File: src/rtl/core/ndopt_pkg.sv
// Package for the neighbour discovery option parser: payload structs, parse
// phases, report codes and sizing constants. No dependencies.
package ndopt_pkg;

  localparam int unsigned AREA_BYTES = 2048;
  localparam int unsigned POS_W      = $clog2(AREA_BYTES);
  localparam int unsigned OFF_W      = 11;
  localparam int unsigned BODY_W     = 11;
  localparam int unsigned MASK_W     = 9;

  localparam logic [7:0] PREFIX_TYPE       = 8'd3;
  localparam logic [7:0] MAX_OPTIONS_RESET = 8'd10;

  // result queue
  localparam int unsigned QUEUE_DEPTH = 4;
  localparam int unsigned QPTR_W      = $clog2(QUEUE_DEPTH);
  localparam int unsigned QCNT_W      = $clog2(QUEUE_DEPTH + 1);

  localparam logic [1:0] CLS_RECORDED  = 2'd0;
  localparam logic [1:0] CLS_DUPLICATE = 2'd1;
  localparam logic [1:0] CLS_PREFIX    = 2'd2;
  localparam logic [1:0] CLS_UNKNOWN   = 2'd3;

  localparam logic [1:0] ST_OK        = 2'd0;
  localparam logic [1:0] ST_ZERO_LEN  = 2'd1;
  localparam logic [1:0] ST_LIMIT     = 2'd2;
  localparam logic [1:0] ST_TRUNCATED = 2'd3;

  localparam logic KIND_OPTION  = 1'b0;
  localparam logic KIND_SUMMARY = 1'b1;

  typedef enum logic [1:0] {
    PH_TYPE = 2'd0,
    PH_LEN  = 2'd1,
    PH_BODY = 2'd2,
    PH_STOP = 2'd3
  } phase_e;

  typedef struct packed {
    logic [7:0] data_byte;
    logic       last_byte;
    logic       empty_area;
  } in_item_t;

  typedef struct packed {
    logic              report_kind;
    logic [OFF_W-1:0]  option_offset;
    logic [7:0]        option_type;
    logic [1:0]        option_class;
    logic [1:0]        parse_status;
    logic [MASK_W-1:0] types_seen;
    logic [OFF_W-1:0]  first_prefix_offset;
    logic [OFF_W-1:0]  last_prefix_offset;
    logic              is_last;
  } out_item_t;

endpackage

File: src/rtl/core/nd_option_tlv_parser.sv
// Top level of the neighbour discovery option parser: input register, parse
// logic, result queue and the max_options register. Depends on ndopt_pkg.

// Takes the option area one byte per transfer and walks its type-length-value
// options. Each byte is captured in an input register and parsed from there, when
// it moves its reports into a four-entry result queue whose registers feed the
// output. A byte is parsed only while the queue has room for two reports, so a
// byte can be accepted every cycle as long as the output side takes one report
// per cycle; a nonzero length byte that also ends the area yields two reports,
// which leave one after the other. No clearing pass is needed after reset.
// max_options is written through the cfg port, which is always ready and should
// be used only while the parser holds no pending work.
module nd_option_tlv_parser (
  input  logic                  clk_i,
  input  logic                  rst_ni,
  input  logic                  in_valid_i,
  output logic                  in_stall_o,
  input  ndopt_pkg::in_item_t   in_item_i,
  output logic                  out_valid_o,
  input  logic                  out_stall_i,
  output ndopt_pkg::out_item_t  out_item_o,
  input  logic                  cfg_valid_i,
  output logic                  cfg_ready_o,
  input  logic [7:0]            cfg_data_i
);
  import ndopt_pkg::*;

  logic              in_valid_q, in_valid_d;
  in_item_t          in_q;
  logic              in_accept, proceed;

  logic [7:0]        max_options_q;

  phase_e            phase_q, phase_d;
  logic [POS_W-1:0]  pos_q, pos_d;
  logic [BODY_W-1:0] remain_q, remain_d;
  logic [7:0]        cur_type_q, cur_type_d;
  logic [POS_W-1:0]  cur_off_q, cur_off_d;
  logic [7:0]        count_q, count_d;
  logic [1:0]        stop_q, stop_d;
  logic [MASK_W-1:0] seen_q, seen_d;
  logic [POS_W-1:0]  first_q, first_d;
  logic [POS_W-1:0]  last_q, last_d;

  // values of the run after this byte, before any end-of-area clear
  phase_e            run_phase;
  logic [POS_W-1:0]  run_pos;
  logic [BODY_W-1:0] run_remain;
  logic [7:0]        run_type;
  logic [POS_W-1:0]  run_off;
  logic [7:0]        run_count;
  logic [1:0]        run_stop;
  logic [MASK_W-1:0] run_seen;
  logic [POS_W-1:0]  run_first;
  logic [POS_W-1:0]  run_last;
  logic              clear_run;

  logic              opt_push, sum_push;
  logic [1:0]        opt_class;
  logic              known_type;
  logic [BODY_W-1:0] body_dec;
  out_item_t         opt_item, sum_item;

  out_item_t         queue_q [QUEUE_DEPTH];
  logic [QPTR_W-1:0] wr_ptr_q, wr_ptr_d, rd_ptr_q, rd_ptr_d;
  logic [QCNT_W-1:0] qcount_q, qcount_d;
  logic              pop;

  // ---------------------------------------------------------------- input
  assign proceed    = in_valid_q && (qcount_q <= QCNT_W'(QUEUE_DEPTH - 2));
  assign in_stall_o = in_valid_q && !proceed;
  assign in_accept  = in_valid_i && !in_stall_o;
  assign in_valid_d = in_accept || (in_valid_q && !proceed);

  always_ff @(posedge clk_i or negedge rst_ni) begin
    if (!rst_ni) begin
      in_valid_q <= 1'b0;
    end else begin
      in_valid_q <= in_valid_d;
    end
  end

  always_ff @(posedge clk_i) begin
    if (in_accept) begin
      in_q <= in_item_i;
    end
  end

  // -------------------------------------------------------- configuration
  assign cfg_ready_o = 1'b1;

  always_ff @(posedge clk_i or negedge rst_ni) begin
    if (!rst_ni) begin
      max_options_q <= MAX_OPTIONS_RESET;
    end else if (cfg_valid_i && cfg_ready_o) begin
      max_options_q <= cfg_data_i;
    end
  end

  // -------------------------------------------------------------- parsing
  assign known_type = (cur_type_q == 8'd1) || (cur_type_q == 8'd2) ||
                      (cur_type_q == 8'd4) || (cur_type_q == 8'd5) ||
                      (cur_type_q == 8'd7) || (cur_type_q == 8'd8);
  assign body_dec   = (remain_q != '0) ? remain_q - BODY_W'(1) : remain_q;

  always_comb begin
    run_phase  = phase_q;
    run_remain = remain_q;
    run_type   = cur_type_q;
    run_off    = cur_off_q;
    run_count  = count_q;
    run_stop   = stop_q;
    run_seen   = seen_q;
    run_first  = first_q;
    run_last   = last_q;
    opt_push   = 1'b0;
    opt_class  = CLS_UNKNOWN;

    case (phase_q)
      PH_TYPE: begin
        run_type  = in_q.data_byte;
        run_off   = pos_q;
        run_phase = PH_LEN;
        if (in_q.last_byte) begin
          run_stop = ST_TRUNCATED;
        end
      end
      PH_LEN: begin
        if (in_q.data_byte == 8'd0) begin
          // void the parse
          run_stop  = ST_ZERO_LEN;
          run_seen  = '0;
          run_first = '0;
          run_last  = '0;
          run_phase = PH_STOP;
        end else begin
          opt_push = 1'b1;
          if (cur_type_q == PREFIX_TYPE) begin
            opt_class = CLS_PREFIX;
            if (!seen_q[PREFIX_TYPE[3:0]]) begin
              run_seen[PREFIX_TYPE[3:0]] = 1'b1;
              run_first = cur_off_q;
            end
            run_last = cur_off_q;
          end else if (known_type) begin
            if (seen_q[cur_type_q[3:0]]) begin
              opt_class = CLS_DUPLICATE;
            end else begin
              opt_class = CLS_RECORDED;
              run_seen[cur_type_q[3:0]] = 1'b1;
            end
          end
          run_remain = {in_q.data_byte, 3'b000} - BODY_W'(2);
          run_phase  = PH_BODY;
          if (count_q >= max_options_q) begin
            run_stop  = ST_LIMIT;
            run_phase = PH_STOP;
          end else begin
            run_count = count_q + 8'd1;
          end
        end
      end
      PH_BODY: begin
        run_remain = body_dec;
        if (body_dec == '0) begin
          run_phase = PH_TYPE;
        end
      end
      default: begin
        // stopped: ignore bytes until the end of the area
      end
    endcase

    run_pos = (pos_q == POS_W'(AREA_BYTES - 1)) ? '0 : pos_q + POS_W'(1);

    // an empty area abandons the run and reports nothing else
    if (in_q.empty_area) begin
      opt_push  = 1'b0;
      run_stop  = ST_OK;
      run_seen  = '0;
      run_first = '0;
      run_last  = '0;
    end
    sum_push  = in_q.empty_area || in_q.last_byte;
    clear_run = sum_push;
  end

  always_comb begin
    opt_item.report_kind         = KIND_OPTION;
    opt_item.option_offset       = OFF_W'(cur_off_q);
    opt_item.option_type         = cur_type_q;
    opt_item.option_class        = opt_class;
    opt_item.parse_status        = ST_OK;
    opt_item.types_seen          = run_seen;
    opt_item.first_prefix_offset = OFF_W'(run_first);
    opt_item.last_prefix_offset  = OFF_W'(run_last);
    opt_item.is_last             = !sum_push;

    sum_item.report_kind         = KIND_SUMMARY;
    sum_item.option_offset       = '0;
    sum_item.option_type         = '0;
    sum_item.option_class        = CLS_RECORDED;
    sum_item.parse_status        = run_stop;
    sum_item.types_seen          = run_seen;
    sum_item.first_prefix_offset = OFF_W'(run_first);
    sum_item.last_prefix_offset  = OFF_W'(run_last);
    sum_item.is_last             = 1'b1;
  end

  always_comb begin
    phase_d    = phase_q;
    pos_d      = pos_q;
    remain_d   = remain_q;
    cur_type_d = cur_type_q;
    cur_off_d  = cur_off_q;
    count_d    = count_q;
    stop_d     = stop_q;
    seen_d     = seen_q;
    first_d    = first_q;
    last_d     = last_q;
    if (proceed) begin
      if (clear_run) begin
        phase_d    = PH_TYPE;
        pos_d      = '0;
        remain_d   = '0;
        cur_type_d = '0;
        cur_off_d  = '0;
        count_d    = '0;
        stop_d     = ST_OK;
        seen_d     = '0;
        first_d    = '0;
        last_d     = '0;
      end else begin
        phase_d    = run_phase;
        pos_d      = run_pos;
        remain_d   = run_remain;
        cur_type_d = run_type;
        cur_off_d  = run_off;
        count_d    = run_count;
        stop_d     = run_stop;
        seen_d     = run_seen;
        first_d    = run_first;
        last_d     = run_last;
      end
    end
  end

  always_ff @(posedge clk_i or negedge rst_ni) begin
    if (!rst_ni) begin
      phase_q    <= PH_TYPE;
      pos_q      <= '0;
      remain_q   <= '0;
      cur_type_q <= '0;
      cur_off_q  <= '0;
      count_q    <= '0;
      stop_q     <= ST_OK;
      seen_q     <= '0;
      first_q    <= '0;
      last_q     <= '0;
    end else begin
      phase_q    <= phase_d;
      pos_q      <= pos_d;
      remain_q   <= remain_d;
      cur_type_q <= cur_type_d;
      cur_off_q  <= cur_off_d;
      count_q    <= count_d;
      stop_q     <= stop_d;
      seen_q     <= seen_d;
      first_q    <= first_d;
      last_q     <= last_d;
    end
  end

  // --------------------------------------------------------- result queue
  assign pop         = out_valid_o && !out_stall_i;
  assign out_valid_o = (qcount_q != '0);
  assign out_item_o  = queue_q[rd_ptr_q];

  always_comb begin
    wr_ptr_d = wr_ptr_q;
    qcount_d = qcount_q;
    if (proceed) begin
      wr_ptr_d = wr_ptr_q + QPTR_W'(opt_push) + QPTR_W'(sum_push);
      qcount_d = qcount_q + QCNT_W'(opt_push) + QCNT_W'(sum_push);
    end
    rd_ptr_d = rd_ptr_q;
    if (pop) begin
      rd_ptr_d = rd_ptr_q + QPTR_W'(1);
      qcount_d = qcount_d - QCNT_W'(1);
    end
  end

  always_ff @(posedge clk_i or negedge rst_ni) begin
    if (!rst_ni) begin
      wr_ptr_q <= '0;
      rd_ptr_q <= '0;
      qcount_q <= '0;
    end else begin
      wr_ptr_q <= wr_ptr_d;
      rd_ptr_q <= rd_ptr_d;
      qcount_q <= qcount_d;
    end
  end

  // the summary follows the option report when both are due
  always_ff @(posedge clk_i) begin
    if (proceed && opt_push) begin
      queue_q[wr_ptr_q] <= opt_item;
    end
    if (proceed && sum_push) begin
      queue_q[wr_ptr_q + QPTR_W'(opt_push)] <= sum_item;
    end
  end

endmodule

File: config.mk
export PLATFORM = sky130hd
export DESIGN_NAME = nd_option_tlv_parser
export DESIGN_NICKNAME = d
export VERILOG_FILES = /design/src/rtl/core/ndopt_pkg.sv /design/src/rtl/core/nd_option_tlv_parser.sv
export SDC_FILE = /design/constraint.sdc
export NUM_CORES = 1
export LEC_CHECK = 0
export BUFFER_PORTS_ARGS = -buffer_cell sky130_fd_sc_hd__buf_2
export CAP_MARGIN = 0
export CELL_PAD_IN_SITES_DETAIL_PLACEMENT = 1
export CELL_PAD_IN_SITES_GLOBAL_PLACEMENT = 1
export CORE_ASPECT_RATIO = 1.25
export CORE_MARGIN = 2
export CORE_UTILIZATION = 49
export DETAILED_ROUTE_END_ITERATION = 10
export PLACE_DENSITY = 0.88
export SETUP_SLACK_MARGIN = 0.1
export SLEW_MARGIN = 0
export SYNTH_ARGS = -nofsm -noshare
export SYNTH_HDL_FRONTEND = slang
export SYNTH_SLANG_ARGS = --single-unit
File: constraint.sdc
create_clock -name clk_i -period 3.9 [get_ports clk_i]
set_clock_uncertainty 0.05 [all_clocks]
set_input_delay 0.39 -clock clk_i [delete_from_list [all_inputs] [get_ports clk_i]]
set_output_delay 0.39 -clock clk_i [all_outputs]
set_load 0.03 [all_outputs]
==> results.py, run 1 <==
metrics = {
    "floorplan": {
        "start_util_pct": 49.77,
        "core_um2": 30120,
        "rows": 71,
        "pin_count": 82,
        "die_h_um": 199.5,
        "die_w_um": 160.4,
        "dieArea_um2": 32010,
    },
    "synthesis": {
        "synth_nets": 1395,
        "ys_seq_elements": 334,
        "synthTopCellsByArea": "edfxtp_1, dfrtp_1, dfxtp_1",
        "synth_flop_cell": "edfxtp_1",
        "synth_top_cell_by_area": "edfxtp_1",
        "syn_area_um2": 14990,
        "netlist-cell-type-count": 78,
        "yosysWarnings": 0,
        "synthArstFlopShare_pct": 29.94,
        "synth_edf_count": 142,
        "seq_area_frac_synth_pct": 57.45,
        "syn_avg_cell_area_um2": 11.09,
        "synth_top_area_share_pct": 28.45,
        "synth_cells": 1352,
    },
    "critical_path": {
        "crit_path_top_delay_cell": "inv_1",
        "crit_type": "flip-flop to flip-flop",
        "start_kind": "flip-flop",
        "crit_chain": "inv_1, ha_1, nand4_1, nand2_2, nor2_1, ha_1, xnor2_1, nor3_2, nor2_2, inv_1, buf_12",
        "crit_path_end_kind": "flip-flop",
        "critPathMaxStageDelay_ps": 470,
        "cp.arrival_ps": 3800,
        "critPathRequiredTime_ps": 4070,
        "crit_fanout": 24,
    },
    "drt": {
        "vias_per_cell": 6.206,
        "drc_errors": 0,
        "avgRoutedWirePerCell_um": 23.95,
        "vias": 11457,
        "ant_nets": 0,
        "dr.pass1.iters": 6,
        "drt-total-wl_mm": 44.21,
        "first_iter_violations": 745,
    },
    "placed_design": {
        "dp_hpwl_mm": 28.70,
        "io_buffers": 80,
        "place.gp.congestion": 0.8340,
        "post_dp_cell_area_um2": 15810,
    },
    "timing": {
        "setup_tns_ps": 0,
        "slew_viol_final": 0,
        "clock.fmax_ghz": 0.2758,
        "rsz0062_at_grt": "no",
        "final_hold_viol_count": 0,
        "finalCritPeriodShare_pct": 92.97,
        "max-slew-margin-rel_pct": 21.97,
        "worst_slew_pin_slew_ps": 1171,
        "setup_viol": 0,
        "finalCriticalPeriod_ps": 3626,
    },
    "global_routing": {
        "grt_usage_pct": 28.24,
        "antenna_found_initial": 0,
        "grt_pass1_vias": 12482,
        "grt_pass1_wl_mm": 70.10,
        "grt_max_degree": 39,
        "overflow": 0,
    },
    "final_layout": {
        "drive_gt1_share_pct": 17.65,
        "final_util_pct": 56.50,
        "syn_to_final_growth_pct": 13.51,
        "fin_area_um2": 17010,
        "layout_common_cells": "nand2_1, nor2_1, edfxtp_1",
        "n_antenna_cell": 0,
        "nets": 1462,
        "final_common_cell": "nand2_1",
    },
    "cts": {
        "cts_sinks": 334,
        "cts_buffer_depth": 3,
        "cts-buffers-inserted": 34,
        "worstSkewPairLatency_ps": 540,
        "h-tree-depth": 2,
        "clk_pin_slew_ps": 60,
        "cts_tree": "done",
        "clockRootBuffer": "clkbuf_16",
    },
    "hold_path": {
        "min_path_type": "primary input to flip-flop",
    },
    "pwr": {
        "peakVddDrop_mv": 0.4587,
        "powerDensity_nw_per_um2": 714.5,
        "p_total_w": 0.01216,
        "p_leak_nw": 6.463,
    },
    "run": {
        "drv_cap": 0,
    },
    "outcome": {
        "status": "finished, final reports clean",
    },
}
[metrics by stage]
| step | hold slack (ps) | setup slack (ps) | std cells |
|---|---|---|---|
| after floorplan | 44.41 | 386.3 | 1352 |
| after global placement | 339.4 | 566.7 | 1771 |
| after detailed placement | 341.3 | 146.1 | 1771 |
| after CTS | 23.60 | 116.5 | 1845 |
| after global routing | 42.06 | 123.8 | 1846 |
| final | 31.51 | 274.1 | 1846 |
[path summary, 6_finish.rpt]
kind | startpoint | end | slack (ps) | cells after the start
min | cfg_data_i[2] | max_options_q[2]$_DFFE_PN0P_ | 30 | 3
max | in_q[2]$_DFFE_PP_ | queue_q[2][28]$_DFFE_PP_ | 270 | 11
max in group asynchronous | rst_ni | cur_type_q[7]$_DFFE_PN0P_ | 2570 | 3
min reg2reg | queue_q[0][36]$_SDFFE_PP0P_ | queue_q[0][36]$_SDFFE_PP0P_ | 400 | 2
max reg2reg | in_q[2]$_DFFE_PP_ | queue_q[2][28]$_DFFE_PP_ | 270 | 11
min in group asynchronous | rst_ni | remain_q[7]$_DFFE_PN0P_ | 300 | 2
[worst max-delay path: cells and delay by family, from the launching register on]
family,cells,cell delay (ps)
DFF,1,460
buffers and inverters,3,840
adders and majority gates,2,560
and+or+nand+nor,5,1210
xor gates and xnor gates,1,200
[Yosys cell counts, types with 7 or more instances]
library cell / instances
buf_2: 22
o21ai_0: 42
ha_1: 19
dfxtp_1: 92
a22oi_1: 22
nand3_1: 14
a31oi_1: 7
mux4_2: 57
nor3_1: 26
inv_1: 28
nor2_1: 187
clkbuf_1: 67
and2_1: 7
nand4_1: 10
xor2_1: 12
nand2b_1: 10
xnor2_1: 11
a22o_1: 49
a21oi_1: 100
dfrtp_1: 98
nand2_1: 218
edfxtp_1: 142
and3_1: 8
[report_power, final]
| group | leakage (nW) | switching, W | internal (W) | total (W) |
|---|---|---|---|---|
| clock network | 0.516 | 0.00139 | 0.00178 | 0.00317 |
| logic | 2.46 | 0.00261 | 0.00148 | 0.00409 |
| registers | 3.48 | 0.000692 | 0.00420 | 0.00490 |
| total | 6.46 | 0.00470 | 0.00746 | 0.0122 |
[cell type report]
type	count	area [µm²]
tap	401	501.7
multi-input combinational	892	5884
clock buffer	50	992.2
sequential	334	8616
fill	3167	13100
inverter	29	108.9
timing repair buffer	128	830.8
clock inverter	12	80.08
[cells by family (layout without fill, tap and decap cells)]
family          after synthesis  in the layout  share of synthesized area, %
fa+ha+maj                    20             20                         1.720
mux                          66             66                         9.190
compound gates              262            262                         11.55
other cells                   1              1                       0.02502
flops                       334            334                         57.45
simple gates                520            520                         15.33
xor+xnor                     23             23                         1.344
buf+inv                     126            219                         3.397
[state kept, by name (all words and copies together) (netlist names), 2 cells and up]
signal and flops:
count_q 8, cur_off_q 11, cur_type_q 8, first_q 11, in_q 10, last_q 11, max_options_q 8, phase_q 2
pos_q 11, qcount_q 3, queue_q 224, rd_ptr_q 2, remain_q 11, seen_q 9, stop_q 2, wr_ptr_q 2
[timing repair]
action | in CTS | in global routing
hold endpoints to repair | 43 | 0
gates resized for setup | 0 | 2
endpoints found under the setup margin | 0 | 66
hold buffers | 12 | 0
buffers inserted | 0 | 1
[per-layer routing]
layer	routed length [µm]	track usage [%]	vias up
met5	0	0	-
met4	1506	11.85	0
met3	2229	3.570	109
met2	23780	52.79	419
met1	16690	32.69	5962
li1	-	-	4967
Note: power is estimated with default switching activity, not from simulation.
==> run 2: changes to the inputs <==
--- a/config.mk
+++ b/config.mk
@@ -7,13 +7,11 @@
 export LEC_CHECK = 0
 export BUFFER_PORTS_ARGS = -buffer_cell sky130_fd_sc_hd__buf_2
 export CAP_MARGIN = 0
-export CELL_PAD_IN_SITES_DETAIL_PLACEMENT = 1
-export CELL_PAD_IN_SITES_GLOBAL_PLACEMENT = 1
 export CORE_ASPECT_RATIO = 1.25
 export CORE_MARGIN = 2
-export CORE_UTILIZATION = 49
+export CORE_UTILIZATION = 55
 export DETAILED_ROUTE_END_ITERATION = 10
-export PLACE_DENSITY = 0.88
+export PLACE_DENSITY = 0.82
 export SETUP_SLACK_MARGIN = 0.1
 export SLEW_MARGIN = 0
 export SYNTH_ARGS = -nofsm -noshare
==> run 2 against run 1 <==
  * Setup slack better by 140 ps
  * Critical path type unchanged
  * Power down 2.1%
  * Global-route usage down 2.2 points
  * Design area down 0.12%
  * Core utilization up 6.9 points
  * Die area down 11%
  * Non-clock buffer count up 7
  * Sequential share of layout area up 0.060 points
  * Sequential cell count unchanged
  * Critical path depth unchanged
  * Sequential power about the same
==> results.py, run 2 (synthesis gave the netlist of run 1 again) <==
metrics = {
    "cts": {
        "post_cts_buffers": 0,
        "clockRootBuffer": "clkbuf_16",
        "worstSkewPairLatency_ps": 580,
        "clk_pin_slew_ps": 60,
        "cts_tree": "done",
        "cts-buffers-inserted": 31,
        "cts_sinks": 334,
        "cts_resized": 0,
        "holdBufCountCts": 19,
        "h-tree-depth": 1,
        "cts_buffer_depth": 3,
    },
    "floorplan": {
        "start_util_pct": 55.88,
        "die_w_um": 151.7,
        "die_h_um": 188.6,
        "pin_count": 82,
        "dieArea_um2": 28600,
        "core_um2": 26830,
        "rows": 67,
    },
    "critical_path": {
        "critPathRequiredTime_ps": 4100,
        "crit_type": "flip-flop to flip-flop",
        "cp.arrival_ps": 3690,
        "crit_fanout": 18,
        "start_kind": "flip-flop",
        "crit_path_end_kind": "flip-flop",
    },
    "drt": {
        "avgRoutedWirePerCell_um": 20.43,
        "ant_nets": 0,
        "vias_per_cell": 6.163,
        "drc_errors": 0,
        "first_iter_violations": 1005,
        "vias": 11050,
        "dr.pass1.iters": 6,
        "drt-total-wl_mm": 36.63,
    },
    "hold_path": {
        "min_path_type": "primary input to flip-flop",
    },
    "timing": {
        "slew_viol_final": 0,
        "worst_slew_pin_slew_ps": 1050,
        "finalCriticalPeriod_ps": 3490,
        "rsz0062_at_grt": "no",
        "worst_slack_ps": 409.9,
        "clock.fmax_ghz": 0.2865,
        "finalCritPeriodShare_pct": 89.49,
        "max-slew-margin-rel_pct": 29.99,
        "setup_tns_ps": 0,
        "setup_viol": 0,
        "final_hold_viol_count": 0,
    },
    "final_layout": {
        "layout_common_cells": "nand2_1, nor2_1, edfxtp_1",
        "syn_to_final_growth_pct": 13.37,
        "n_antenna_cell": 0,
        "fill_cells": 2033,
        "final_common_cell": "nand2_1",
        "final_cells": 1793,
        "top_register": "queue_q",
        "largest_reg_flops": 224,
        "final_util_pct": 63.35,
        "drive_gt1_share_pct": 17.75,
        "nets": 1466,
    },
    "placed_design": {
        "io_buffers": 80,
        "place.gp.congestion": 0.8829,
        "pre_cts_slack_ps": 496.0,
        "dp_hpwl_mm": 23.47,
        "place_inst": 1716,
    },
    "global_routing": {
        "grt_pass1_vias": 10985,
        "overflow": 0,
        "antenna_found_initial": 1,
        "grt_usage_pct": 26.02,
        "grt_pass1_wl_mm": 58.16,
        "grt_max_degree": 49,
    },
    "outcome": {
        "status": "finished, final reports clean",
    },
    "pwr": {
        "peakVddDrop_mv": 0.4082,
        "p_leak_nw": 6.479,
        "powerDensity_nw_per_um2": 700.3,
    },
    "run": {
        "drv_cap": 0,
    },
}
## run 2: cell count changes in the layout (fill, tap and decap cells not counted), sizes merged
cell         before  now
bufinv            0    5
clkbuf           50   35
clkinv           10    9
clkinvlp          2    7
dlygate4sd3      12   19
inv              29   31
## run 2: worst paths after layout
kind	start	slack, ps	depth (start not counted)	end
setup / recovery	in_q[4]$_DFFE_PP_	410	11	queue_q[3][25]$_DFFE_PP_
hold / removal	cfg_data_i[3]	10	3	max_options_q[3]$_DFFE_PN1P_
setup reg to reg	in_q[4]$_DFFE_PP_	410	11	queue_q[3][25]$_DFFE_PP_
hold reg to reg	queue_q[1][55]$_SDFFE_PP1P_	400	2	queue_q[1][55]$_SDFFE_PP1P_
max in group asynchronous	rst_ni	2700	3	first_q[9]$_DFFE_PN0P_
min in group asynchronous	rst_ni	180	2	remain_q[10]$_DFFE_PN0P_
## run 2: power breakdown
part	switching (W)	leakage, nW	internal, W	total [W]
logic	0.00238	2.49	0.00148	0.00386
clock network	0.00133	0.502	0.00180	0.00313
registers	0.000710	3.48	0.00420	0.00491
total	0.00442	6.48	0.00748	0.0119
## run 2: per-stage QoR
stage               area (µm²)  total power, W  hold WS [ps]
floorplan                14990        0.007607         44.41
CTS                      16990         0.01193         6.502
detailed placement       15750        0.008794         233.5
global route             16990         0.01245         9.442
global placement         15750        0.008688         229.4
finish                   16990         0.01190         14.64
## run 2: layout make-up
class                      count  area (µm²)  area share, %
clock inverter                23       266.5          1.568
inverter                      29       108.9         0.6406
multi-input combinational    892        5879          34.60
sequential                   334        8616          50.70
tap                          345       431.7          2.540
clock buffer                  35       790.8          4.653
timing repair buffer         135       900.9          5.301
## run 2: routing by layer
layer / wire [µm] / vias up / track usage [%]
met5: 8 / - / 0
met2: 18500 / 557 / 44.51
met1: 13870 / 5407 / 33.45
li1: - / 4979 / -
met4: 1362 / 2 / 9.972
met3: 2890 / 105 / 3.777
## run 2: worst max-delay path, cell delays in order (launching register included)
cell      delay (ps)
edfxtp_1         470
nor2_1           330
nand4_1          340
nand2_1          380
nor2_1           130
ha_1             270
xor2_1           320
and3_1           280
nor2_2            50
buf_4            180
inv_1             80
buf_4            260
